==> src/determinant_excitation_phase_assert.svh <==
// Assertion macros used by the RTL file of the excitation phase block.
`ifndef DETERMINANT_EXCITATION_PHASE_ASSERT_SVH
`define DETERMINANT_EXCITATION_PHASE_ASSERT_SVH

// Same-cycle implication, sampled on clk, off during rst.
`define DEP_ASSERT_NOW(label, cond, expr) \
  label: assert property (@(posedge clk) disable iff (rst) (cond) |-> (expr)) \
    else $error("assertion failed");

// Next-cycle implication, sampled on clk, off during rst.
`define DEP_ASSERT_NEXT(label, cond, expr) \
  label: assert property (@(posedge clk) disable iff (rst) (cond) |=> (expr)) \
    else $error("assertion failed");

`endif

==> src/dep_pkg.sv <==
package dep_pkg;

  localparam int ORBITALS_DEFAULT = 32;
  localparam int CFG_W            = 6;
  localparam int STR_W            = 32;
  localparam int ORB_W            = 5;

  localparam logic [CFG_W-1:0] ORB_COUNT_RESET = 6'd32;

  typedef struct packed {
    logic [STR_W-1:0] ref_alpha;
    logic [STR_W-1:0] ref_beta;
    logic [STR_W-1:0] exc_alpha;
    logic [STR_W-1:0] exc_beta;
  } in_t;

  typedef struct packed {
    logic             pair_valid;
    logic             spin_beta;
    logic [ORB_W-1:0] hole_orbital;
    logic [ORB_W-1:0] particle_orbital;
    logic             sign_negative;
    logic             count_mismatch;
    logic             last;
  } out_t;

endpackage

==> src/determinant_excitation_phase.sv <==
// Sequence: after the input beat, a bit-serial scan of the n orbitals (n = clamped
// orbital_count), then a pointer walk per spin string, then the flush of the last result beat.
// One item at a time: a new item is taken only once the last one is flushed, and
// result-side stalls hold both the pointer walk and the flush.
// Reset: rst is synchronous, active high; it idles the sequencer, empties the result
// register and sets orbital_count to 32.
module determinant_excitation_phase #(
  parameter int ORBITALS = dep_pkg::ORBITALS_DEFAULT
) (
  input  logic                     clk,
  input  logic                     rst,
  input  logic                     cfg_valid,
  output logic                     cfg_ready,
  input  logic [dep_pkg::CFG_W-1:0] cfg_data,
  input  logic                     in_valid,
  output logic                     in_ready,
  input  dep_pkg::in_t             in_data,
  output logic                     out_valid,
  input  logic                     out_ready,
  output dep_pkg::out_t            out_data
);

  localparam int IDX_W  = (ORBITALS > 1) ? $clog2(ORBITALS) : 1;
  localparam int PTR_W  = $clog2(ORBITALS + 1);
  localparam int DIFF_W = PTR_W + 1;

  localparam logic [1:0] ST_IDLE  = 2'd0;
  localparam logic [1:0] ST_SCAN  = 2'd1;
  localparam logic [1:0] ST_PAIR  = 2'd2;
  localparam logic [1:0] ST_FLUSH = 2'd3;

  logic [1:0]                state;
  logic [dep_pkg::CFG_W-1:0] orbital_count;
  logic [PTR_W-1:0]          n_use;
  logic [PTR_W-1:0]          n_clamp;

  logic [ORBITALS-1:0] ref_a, ref_b, exc_a, exc_b;
  logic [ORBITALS-1:0] pfx_a, pfx_b;
  logic                par_a, par_b;
  logic [DIFF_W-1:0]   diff_a, diff_b;
  logic [PTR_W-1:0]    scan_ptr, hptr, pptr;
  logic                spin;
  logic                sign;
  logic                pend_valid;
  dep_pkg::out_t       pend;

  logic [ORBITALS-1:0] cur_ref, cur_exc, cur_pfx, flip;
  logic [IDX_W-1:0]    sidx, hidx, pidx;
  logic                h_in, p_in, at_h, at_p, spin_done;
  logic                out_free, pair_go, push, sign_new, mismatch;
  dep_pkg::out_t       push_data;

  assign cfg_ready = 1'b1;
  assign in_ready  = (state == ST_IDLE);
  assign out_free  = !out_valid || out_ready;
  assign mismatch  = (diff_a != '0) || (diff_b != '0);

  always_comb begin
    if (orbital_count == '0) begin
      n_clamp = PTR_W'(1);
    end else if (orbital_count > dep_pkg::CFG_W'(ORBITALS)) begin
      n_clamp = PTR_W'(ORBITALS);
    end else begin
      n_clamp = PTR_W'(orbital_count);
    end
  end

  always_comb begin
    cur_ref   = spin ? ref_b : ref_a;
    cur_exc   = spin ? exc_b : exc_a;
    cur_pfx   = spin ? pfx_b : pfx_a;
    sidx      = scan_ptr[IDX_W-1:0];
    hidx      = hptr[IDX_W-1:0];
    pidx      = pptr[IDX_W-1:0];
    h_in      = hptr < n_use;
    p_in      = pptr < n_use;
    at_h      = h_in && cur_ref[hidx] && !cur_exc[hidx];
    at_p      = p_in && cur_exc[pidx] && !cur_ref[pidx];
    spin_done = !h_in || !p_in;
    pair_go   = (state == ST_PAIR) && !spin_done && at_h && at_p
                && (!pend_valid || out_free);
    // Annihilate then create: prefix parity at the hole, then at the particle
    // with the hole already gone.
    sign_new  = sign ^ cur_pfx[hidx] ^ cur_pfx[pidx] ^ (pptr > hptr);
    for (int i = 0; i < ORBITALS; i++) begin
      flip[i] = (PTR_W'(i) > hptr) ^ (PTR_W'(i) > pptr);
    end
  end

  always_comb begin
    push      = 1'b0;
    push_data = pend;
    if (pair_go && pend_valid) begin
      push = 1'b1;
    end
    if (state == ST_FLUSH && out_free) begin
      push = 1'b1;
      if (pend_valid) begin
        push_data.last = 1'b1;
      end else begin
        push_data                = '0;
        push_data.count_mismatch = mismatch;
        push_data.last           = 1'b1;
      end
    end
  end

  always_ff @(posedge clk) begin
    if (rst) begin
      orbital_count <= dep_pkg::ORB_COUNT_RESET;
    end else if (cfg_valid && cfg_ready) begin
      orbital_count <= cfg_data;
    end
  end

  always_ff @(posedge clk) begin
    if (rst) begin
      out_valid <= 1'b0;
    end else if (push) begin
      out_valid <= 1'b1;
    end else if (out_ready) begin
      out_valid <= 1'b0;
    end
    if (push) begin
      out_data <= push_data;
    end
  end

  always_ff @(posedge clk) begin
    if (rst) begin
      state      <= ST_IDLE;
      pend_valid <= 1'b0;
    end else begin
      case (state)
        ST_IDLE: begin
          if (in_valid) begin
            ref_a      <= in_data.ref_alpha[ORBITALS-1:0];
            ref_b      <= in_data.ref_beta[ORBITALS-1:0];
            exc_a      <= in_data.exc_alpha[ORBITALS-1:0];
            exc_b      <= in_data.exc_beta[ORBITALS-1:0];
            n_use      <= n_clamp;
            scan_ptr   <= '0;
            par_a      <= 1'b0;
            par_b      <= 1'b0;
            diff_a     <= '0;
            diff_b     <= '0;
            sign       <= 1'b0;
            pend_valid <= 1'b0;
            state      <= ST_SCAN;
          end
        end
        ST_SCAN: begin
          pfx_a[sidx] <= par_a;
          pfx_b[sidx] <= par_b;
          par_a       <= par_a ^ ref_a[sidx];
          par_b       <= par_b ^ ref_b[sidx];
          diff_a      <= diff_a + DIFF_W'(ref_a[sidx]) - DIFF_W'(exc_a[sidx]);
          diff_b      <= diff_b + DIFF_W'(ref_b[sidx]) - DIFF_W'(exc_b[sidx]);
          scan_ptr    <= scan_ptr + PTR_W'(1);
          if (scan_ptr + PTR_W'(1) == n_use) begin
            hptr  <= '0;
            pptr  <= '0;
            spin  <= 1'b0;
            state <= ST_PAIR;
          end
        end
        ST_PAIR: begin
          if (spin_done) begin
            if (!spin) begin
              spin <= 1'b1;
              hptr <= '0;
              pptr <= '0;
            end else begin
              state <= ST_FLUSH;
            end
          end else if (at_h && at_p) begin
            if (pair_go) begin
              hptr       <= hptr + PTR_W'(1);
              pptr       <= pptr + PTR_W'(1);
              sign       <= sign_new;
              pend_valid <= 1'b1;
              pend.pair_valid       <= 1'b1;
              pend.spin_beta        <= spin;
              pend.hole_orbital     <= dep_pkg::ORB_W'(hptr);
              pend.particle_orbital <= dep_pkg::ORB_W'(pptr);
              pend.sign_negative    <= sign_new;
              pend.count_mismatch   <= mismatch;
              pend.last             <= 1'b0;
              if (spin) begin
                pfx_b <= pfx_b ^ flip;
              end else begin
                pfx_a <= pfx_a ^ flip;
              end
            end
          end else begin
            // Advance whichever pointer is not yet parked on its target.
            if (!at_h) begin
              hptr <= hptr + PTR_W'(1);
            end
            if (!at_p) begin
              pptr <= pptr + PTR_W'(1);
            end
          end
        end
        ST_FLUSH: begin
          if (out_free) begin
            pend_valid <= 1'b0;
            state      <= ST_IDLE;
          end
        end
        default: begin
          state <= ST_IDLE;
        end
      endcase
    end
  end

`include "determinant_excitation_phase_assert.svh"

  `DEP_ASSERT_NEXT(a_busy_after_accept, in_valid && in_ready, !in_ready)
  `DEP_ASSERT_NOW(a_empty_is_last, out_valid && !out_data.pair_valid, out_data.last)
  `DEP_ASSERT_NOW(a_idle_out_last, state == ST_IDLE && out_valid, out_data.last)
  `DEP_ASSERT_NOW(a_ptr_bound, state == ST_PAIR, hptr <= n_use && pptr <= n_use)

endmodule

==> config.mk <==
export PLATFORM = sky130hd
export DESIGN_NAME = determinant_excitation_phase
export DESIGN_NICKNAME = d
export VERILOG_FILES = /design/src/dep_pkg.sv /design/src/determinant_excitation_phase.sv
export VERILOG_INCLUDE_DIRS = /design/src /design/src/src
export SDC_FILE = /design/constraint.sdc
export NUM_CORES = 1
export LEC_CHECK = 0
export ABC_AREA = 1
export BUFFER_PORTS_ARGS = -buffer_cell sky130_fd_sc_hd__buf_2
export CAP_MARGIN = 15
export CORE_MARGIN = 2
export CORE_UTILIZATION = 46
export CTS_CLUSTER_DIAMETER = 60
export DETAILED_ROUTE_END_ITERATION = 12
export PLACE_DENSITY = 0.65
export SYNTH_ARGS = -nofsm -noshare
export SYNTH_HDL_FRONTEND = slang
export SYNTH_SLANG_ARGS = --single-unit
==> constraint.sdc <==
create_clock -name clk -period 6.9 [get_ports clk]
set_input_delay 1.035 -clock clk [delete_from_list [all_inputs] [get_ports clk]]
set_output_delay 1.035 -clock clk [all_outputs]
set_load 0.01 [all_outputs]
### Yosys cells after proc, flatten, opt, wreduce, memory -nomap -nowiden

Cells that the tools add are included.
W data, S select, Z words.

* equal/unequal tests: 17
* bitwise gates (word level): 41
* $add $sub $neg: 7
* magnitude comparators: 72
* muxes and demuxes: 82
* reductions and logical operators: 44

Operators with widths (count)
* $mux W32: 11
* $gt A5 B6 Y1 const A: 32
* $pmux W32 S2: 2
* $gt A4 B6 Y1 const A: 16
* $mux W6: 12
* $bwmux W32: 2
* $xor A32 B32 Y32: 2
* $bmux W1 S5: 10
* $gt A3 B6 Y1 const A: 8
* $xor A1 B1 Y1: 37
* $pmux W6 S2: 3
* $reduce_and A6 Y1: 6
* $mux W14: 2
* $pmux W7 S2: 2
* $mux W1: 25
* $gt A1 B6 Y1 const A: 4
* $gt A2 B6 Y1 const A: 4
* $add A6 B1 Y6 const B: 3
* $lt A5 B6 Y1 const B: 3
* $ne A2 B2 Y1 const B: 8
* $add A7 B1 Y7: 2
* $reduce_bool A7 Y1: 2
* $sub A7 B1 Y7: 2
* $logic_and A1 B1 Y1: 12
* other kinds (28): 53

* output and inout bits: 18
* register bits: 272

### Depth between registers and ports, before layout

Gate-level depths: netlist of run 1.

* depth after elaboration: 12
* mapped depth: 22

### Worst setup path after synthesis of run 1

Ideal clock, no wire load.

* path type: input-to-reg
* start: input port in_valid
* end: register exc_a[0], enable pin
* required time: 6.271 ns
* stages: 2
* library setup time: 0.629 ns
* arrival: 6.656 ns
* slack: -0.385 ns
* cells stage by stage: nand2_1 nor2_1

* longest elaborated chain between the ends: 1

Ends and longest elaborated chain
* from (decl): line determinant_excitation_phase.sv:15 `input logic in_valid,`
* $reduce_and A3 Y1 (no source line)
* to (signal assigned): line determinant_excitation_phase.sv:139 `exc_a <= in_data.exc_alpha[ORBITALS-1:0];`
* to (decl): line determinant_excitation_phase.sv:37 `logic [ORBITALS-1:0] ref_a, ref_b, exc_a, exc_b;`

Every way passes these cells.
A chain may end at the register's enable or synchronous reset.

### Worst setup path in the final report of run 1

* start: register scan_ptr[0]
* end: register diff_b[6], data pin

* longest elaborated chain between the ends: 5
* elaborated cells between the ends (all ways): 7
* classes of those cells: add/sub (2); mux (5)

Ends and longest elaborated chain
* from (decl): line determinant_excitation_phase.sv:41 `logic [PTR_W-1:0] scan_ptr, hptr, pptr;`
* from (signal assigned): line determinant_excitation_phase.sv:159 `scan_ptr <= scan_ptr + PTR_W'(1);`
* $bmux W1 S5: line determinant_excitation_phase.sv:158 `diff_b <= diff_b + DIFF_W'(ref_b[sidx]) - DIFF_W'(exc_b[sidx]);`
* $mux W1 (not written as such): line determinant_excitation_phase.sv:158
* $add A7 B1 Y7: line determinant_excitation_phase.sv:158
* $sub A7 B1 Y7 (*): line determinant_excitation_phase.sv:158
* $pmux W7 S2 (*): line determinant_excitation_phase.sv:134 `case (state)`
* to (signal assigned): line determinant_excitation_phase.sv:158
* to (decl): line determinant_excitation_phase.sv:40 `logic [DIFF_W-1:0] diff_a, diff_b;`

Mark *: on every way between the ends. The rest lies on a longest branch, timed or not. The select of a mux whose other input is x is not followed.

==> flow_metrics.env, run 1 <==
export IMPL_status="completed"
export IMPL_diodes=0
export IMPL_layout_min_cycle_time_ns=4.730
export IMPL_ys_types=48
export IMPL_pwr_share_clk_pct=22.1
export IMPL_core_um2=36700
export IMPL_finalPower_mw=7.704
export IMPL_net_switching_power_mw=3.470
export IMPL_grt_max_degree=135
export IMPL_clock_latency_ns=0.60
export IMPL_synth_edf_count=262
export IMPL_setup_viol=0
export IMPL_worst_setup_path_type="reg -> reg"
export IMPL_rows=70
export IMPL_syn_avg_cell_area_um2=7.909
export IMPL_routed_wl_mm=55.95
export IMPL_tns_ns=0
export IMPL_routed_via_density=5.740
export IMPL_cp_num_cells=19
export IMPL_internal_power_mw=4.234
export IMPL_clock_skew_ns=0.02663
export IMPL_gr_total_overflow=0
export IMPL_die_width_um=197.4
export IMPL_drc=0
export IMPL_antenna_found_initial=0
export IMPL_seq_area_frac_synth_pct=46.88
export IMPL_grt_pass1_vias=15400
export IMPL_syn_inst=2176
export IMPL_cp_max_fo=68
export IMPL_nNetsFinal=2475
export IMPL_r2r_slack_ns=2.17
export IMPL_worst_slew_pin_transition_ns=1.258
export IMPL_rsz0062_at_grt="false"
export IMPL_area_delta_synth_final_pct=12.26
export IMPL_wl_per_cell_um=20.14
export IMPL_fillCellCount=3421
export IMPL_hp_class="reg -> reg"
export IMPL_cts_setup_buffers=0
export IMPL_htreeDepth=1
export IMPL_grt_total_usage_pct=28.74
export IMPL_max_slew_margin_rel_pct=15.83
export IMPL_synth_main_ff_cell="edfxtp_1"
export IMPL_synthArstFlopShare_pct=0
export IMPL_vdd_drop_max_mv=0.3024
export IMPL_finalMaxSlewViolations=0
export IMPL_drive_gt1_share_pct=11.34
export IMPL_die_area_um2=38980
export IMPL_hold_end="orbital_count[3]"
export IMPL_swShare_pct=45.04
export IMPL_multi_input_area_um2=7752
export IMPL_fmax_mhz=211.4
export IMPL_comb_power_share_pct=46.7
export IMPL_worstPathArrival_ns=5.16
export IMPL_synthesis_area_um2=17210
export IMPL_cp_start_kind="flip-flop"
export IMPL_cts_hold_buf=0
export IMPL_gp_congestion=0.9554
export IMPL_slowest_delay_ns=1.00
export IMPL_ioPinCount=157
export IMPL_clkTransAtPathRegs_ns=0.06
export IMPL_numCtsBuffers=31
export IMPL_clockBufferDepth=3
export IMPL_regArea_um2=8068
export IMPL_synth_seq_cells=272
export IMPL_reg2regPathDepth=19
export IMPL_grt_pass1_wl_mm=86.24
export IMPL_synth_nets=2366
export IMPL_crit_chain="inv_2 > buf_12 > o21ai_0 > o22ai_1 > a22o_1 > a221oi_1 > nand2_1 > ha_1 > inv_1 > ha_1 > inv_1 > fa_1 > o31ai_1 > inv_1 > nor2_1 > nor2_1 > o21bai_1 > o21ai_0 > a21oi_1"
export IMPL_pwr_share_seq_pct=31.2
export IMPL_cpMaxStageDelayCell="edfxtp_1"
export IMPL_powerDensity_nw_per_um2=398.8
export IMPL_drv_cap=0
export IMPL_post_cts_resized=0
export IMPL_yosysWarnings=0
export IMPL_start_util_pct=46.90
export IMPL_required_ns=7.33
export IMPL_crit_family="compound AO/OA/AOI/OAI gates"
export IMPL_cts_root_buf="clkbuf_16"
export IMPL_cp_common_cell="inv_1"
export IMPL_drtPass1Iterations=5
export IMPL_end_kind="flip-flop"
export IMPL_vias=15950
export IMPL_first_iter_violations=1910
export IMPL_p_leak_nw=8.142
export IMPL_r2r_start="scan_ptr[0]"
export IMPL_portBuffers=155
export IMPL_final_util_pct=52.65
export IMPL_ant_nets=0
export IMPL_die_h_um=197.4
export IMPL_cts_tree="yes"
export IMPL_cts_sinks=272
export IMPL_final_period_utilization_pct=68.55
export IMPL_hold_depth=2
export IMPL_hp_start="orbital_count[3]"
export IMPL_reg2reg_to="diff_b[6]"
export IMPL_post_dp_hpwl_mm=39.06
export IMPL_cp_num_buf_inv=5
export IMPL_timing_final_hold_violations=0
[cells in the final DEF, fill, tap and decap left out, drive strengths merged, types with 8 or more instances in the layout]
cell type	synthesis	final
clkinv	5	14
o22ai	72	72
nand3	126	126
a22o	12	12
nor3	10	10
clkbuf	50	32
o21ai	204	204
buf	53	179
o211ai	11	11
nand2	530	530
nand4	12	12
a21oi	62	62
nor2	375	375
a221oi	8	8
xor2	31	31
dfxtp	10	10
edfxtp	262	262
inv	225	235
ha	49	49
xnor2	32	32
[synth_stat cells (3+ instances only)]
cell         n  area share [%]
nand2_1    527              11
nor2_1     367             8.0
edfxtp_1   262              46
inv_1      218             4.8
o21ai_0    200             5.8
nand3_1    124             3.6
o22ai_1     72             2.6
a21oi_1     62             1.8
clkbuf_1    50             1.1
ha_1        49             3.6
xnor2_1     32             1.6
xor2_1      31             1.6
buf_2       20            0.58
buf_4       17            0.74
a22o_1      12            0.61
nand4_1     12            0.44
o211ai_1    11            0.48
dfxtp_1     10             1.2
nor3_1      10            0.29
buf_6        9            0.59
a221oi_1     8            0.41
buf_1        7            0.15
inv_2        7            0.15
a31oi_1      5            0.18
clkinv_1     5            0.11
nor2_2       5            0.18
o21ai_1      4            0.12
a32oi_1      3            0.15
nand2_2      3            0.11
nor2_4       3            0.20
nor3b_1      3            0.13
o2bb2ai_1    3            0.15
or2_2        3            0.11
[layer usage]
metal,GRT usage [%],share of wire (%)
met1,37.04,40
met2,47.24,46
met3,5.344,9.3
met4,12.89,4.9
met5,0,0
[worst reg2reg max path, stage by stage, from the launching register on]
cell and delay (ns):
edfxtp_1 1.00, inv_2 0.30, buf_12 0.28, o21ai_0 0.19
o22ai_1 0.09, a22o_1 0.21, a221oi_1 0.27, nand2_1 0.22
ha_1 0.34, inv_1 0.06, ha_1 0.15, inv_1 0.06
fa_1 0.39, o31ai_1 0.33, inv_1 0.07, nor2_1 0.12
nor2_1 0.06, o21bai_1 0.15, o21ai_0 0.10, a21oi_1 0.17
[power by group through the flow]
stage | registers [mW] | logic (mW) | clock network [mW]
final | 2.40 | 3.59 | 1.71
after global routing | 2.43 | 3.95 | 1.80
after CTS | 2.40 | 3.50 | 1.73
after detailed placement | 2.43 | 3.48 | 0
after global placement | 2.43 | 3.40 | 0
after floorplan | 2.33 | 2.52 | 0
[metrics by stage]
stage	cells	worst slack (ns)	instance area [um^2]	hold WS (ns)
global route	2778	1.719	19320	0.5128
detailed placement	2718	1.920	18230	0.4706
floorplan	2176	1.881	17210	0.4277
global placement	2717	2.014	18220	0.4656
CTS	2776	1.888	19280	0.4795
finish	2778	2.170	19320	0.4790
[area by class of cell]
cell class	count	area share [%]
clock inverters	26	1.418
clock buffers	32	4.035
multi-input cells	1571	40.13
repair buffers	179	5.162
inverters	230	4.469
well taps	468	3.031
flip-flops and latches	272	41.76
[flip-flops by register name, summed over array words and instances, names as in the netlist, 7 cells and up]
register,flops
diff_a,7
diff_b,7
exc_a,32
exc_b,32
out_data,15
pend,13
pfx_a,32
pfx_b,32
ref_a,32
ref_b,32
[kinds of logic (layout without fill, tap and decap cells)]
group | count (synthesis) | in the layout | synth area share [%]
AND/OR/NAND/NOR | 1063 | 1063 | 24.91
AO/OA/AOI/OAI | 392 | 392 | 12.96
buffers and inverters | 333 | 467 | 8.172
flip-flops | 272 | 272 | 46.88
XOR/XNOR | 63 | 63 | 3.206
adder cells (fa/ha/maj) | 51 | 51 | 3.795
other | 1 | 1 | 0.02179
multiplexers | 1 | 1 | 0.05816
[worst max-delay path by stage]
stage / start / endpoint
2_1_floorplan: in_valid / exc_a[0]
3_5_place_dp: scan_ptr[0] / diff_b[6]
4_1_cts: scan_ptr[0] / diff_b[6]
5_1_grt: scan_ptr[0] / diff_b[6]
3_3_place_gp: scan_ptr[0] / diff_b[6]
6_report: scan_ptr[0] / diff_b[6]
(Power assumes the default switching activity.)
==> run 2: changes to the inputs <==
Clock period 6.9 ns to 4.1 ns, I/O delays scaled along.
==> run 2 against run 1 <==
  * Clock skew is 0.0013 ns lower
  * Cell area up 1.7%
  * Register-to-register slack worse by 1.8 ns
  * Fmax is 25% higher
  * First-iteration DRC count up 5.9%
  * Non-clock buffer count increased by 38
  * Hold slack got worse by 0.28 ns
  * Combinational power grew 75%
  * Global-route usage is 0.74 points higher
  * Highest routed layer unchanged
  * Cell count increased by 1.4%
==> flow_metrics.env, run 2 (synthesis gave the netlist of run 1 again) <==
export IMPL_numCtsBuffers=31
export IMPL_nNetsFinal=2513
export IMPL_clockBufferDepth=3
export IMPL_ioPinCount=157
export IMPL_internal_power_mw=7.211
export IMPL_rows=70
export IMPL_routed_via_density=5.687
export IMPL_drtPass1Iterations=6
export IMPL_final_period_utilization_pct=91.99
export IMPL_diodes=0
export IMPL_vdd_drop_max_mv=0.4153
export IMPL_portBuffers=155
export IMPL_fmax_mhz=265.1
export IMPL_drive_gt1_share_pct=12.73
export IMPL_rsz0062_at_grt="false"
export IMPL_clock_latency_ns=0.59
export IMPL_pwr_share_clk_pct=21.3
export IMPL_core_um2=36700
export IMPL_cp_num_buf_inv=3
export IMPL_post_dp_hpwl_mm=41.71
export IMPL_setup_viol=0
export IMPL_worst_slew_pin_transition_ns=1.162
export IMPL_worstPathArrival_ns=4.11
export IMPL_required_ns=4.44
export IMPL_comb_power_share_pct=47.9
export IMPL_drv_cap=0
export IMPL_post_cts_resized=0
export IMPL_cp_max_fo=31
export IMPL_vias=16010
export IMPL_net_switching_power_mw=5.869
export IMPL_crit_family="compound AO/OA/AOI/OAI gates"
export IMPL_die_h_um=197.4
export IMPL_tns_ns=0
export IMPL_hp_class="in -> reg"
export IMPL_routed_wl_mm=56.96
export IMPL_finalMaxSlewViolations=0
export IMPL_p_leak_nw=8.344
export IMPL_clkTransAtPathRegs_ns=0.06
export IMPL_wl_per_cell_um=20.23
export IMPL_cp_common_cell="nor2_1"
export IMPL_cpMaxStageDelayCell="edfxtp_1"
export IMPL_htreeDepth=1
export IMPL_powerDensity_nw_per_um2=665.6
export IMPL_clock_skew_ns=0.02533
export IMPL_cp_start_kind="flip-flop"
export IMPL_grt_total_usage_pct=29.48
export IMPL_worst_setup_path_type="reg -> reg"
export IMPL_slowest_delay_ns=0.42
export IMPL_cts_root_buf="clkbuf_16"
export IMPL_final_util_pct=53.55
export IMPL_swShare_pct=44.87
export IMPL_pwr_share_seq_pct=30.7
export IMPL_hold_worst_slack_ns=0.2010
export IMPL_area_delta_synth_final_pct=14.18
export IMPL_cts_hold_buf=0
export IMPL_grt_pass1_vias=15490
export IMPL_grt_max_degree=94
export IMPL_gp_congestion=0.9683
export IMPL_drc=0
export IMPL_cts_tree="yes"
export IMPL_max_slew_margin_rel_pct=22.51
export IMPL_first_iter_violations=2023
export IMPL_die_area_um2=38980
export IMPL_crit_chain="inv_2 > buf_12 > a21oi_1 > o21ai_0 > o21ai_0 > a22o_1 > a221oi_1 > nand2_1 > ha_1 > inv_1 > ha_1 > fa_1 > a21oi_1 > nor2_1 > nor2_1 > nor2_1 > nor2_1 > o21bai_1 > o21ai_0 > a21oi_1"
export IMPL_layout_min_cycle_time_ns=3.772
export IMPL_cts_sinks=272
export IMPL_status="completed"
export IMPL_end_kind="flip-flop"
export IMPL_antenna_found_initial=0
export IMPL_timing_final_hold_violations=0
export IMPL_gr_total_overflow=0
export IMPL_die_width_um=197.4
export IMPL_start_util_pct=46.90
export IMPL_grt_pass1_wl_mm=88.23
export IMPL_layout_commonest_cell="nand2_1"
export IMPL_cts_setup_buffers=0
export IMPL_final_cell_mix="nand2_1, nor2_1, edfxtp_1"
export IMPL_ant_nets=0
==> run 2: power by group through the flow <==
stage / sequential, mW / clock [mW] / combinational [mW]
floorplan: 3.91 / 0 / 4.25
global placement: 4.06 / 0 / 5.98
detailed placement: 4.07 / 0 / 6.10
CTS: 4.01 / 2.84 / 6.13
global route: 4.06 / 2.93 / 6.94
finish: 4.02 / 2.79 / 6.27
==> run 2: through the flow <==
stage | power, mW | worst slack [ns] | cell area, um^2 | cells
after floorplan | 8.155 | 0.5544 | 17220 | 2176
after global routing | 13.93 | 0.1240 | 19650 | 2816
after global placement | 10.04 | 0.4940 | 18610 | 2758
after CTS | 12.98 | 0.4029 | 19650 | 2816
after detailed placement | 10.16 | 0.4321 | 18610 | 2758
final | 13.08 | 0.3284 | 19650 | 2816
==> run 2: routing by layer <==
metal	GRT usage (%)	routed length, um	vias to the layer above	part of all wire (%)
met1	39.30	23210	7439	41
met5	0	0	-	0
li1	-	-	7563	-
met4	11.97	2135	0	3.7
met3	5.003	5397	144	9.5
met2	47.86	26220	868	46
==> run 2: area by class of cell <==
type	instances	area, um^2
fill	3380	17050
sequential	272	8068
multi-input combinational	1571	7752
timing repair buffer	217	1341
inverter	230	863.3
clock buffer	38	832.0
tap	468	585.6
clock inverter	20	209.0
==> run 2: worst paths after layout <==
kind / depth (start not counted) / end / slack (ns) / startpoint
setup / recovery: 20 / diff_a[6] / 0.33 / scan_ptr[0]
setup reg to reg: 20 / diff_a[6] / 0.33 / scan_ptr[0]
hold reg to reg: 2 / orbital_count[3] / 0.48 / orbital_count[3]
hold / removal: 1 / ref_a[15] / 0.20 / in_data[111]
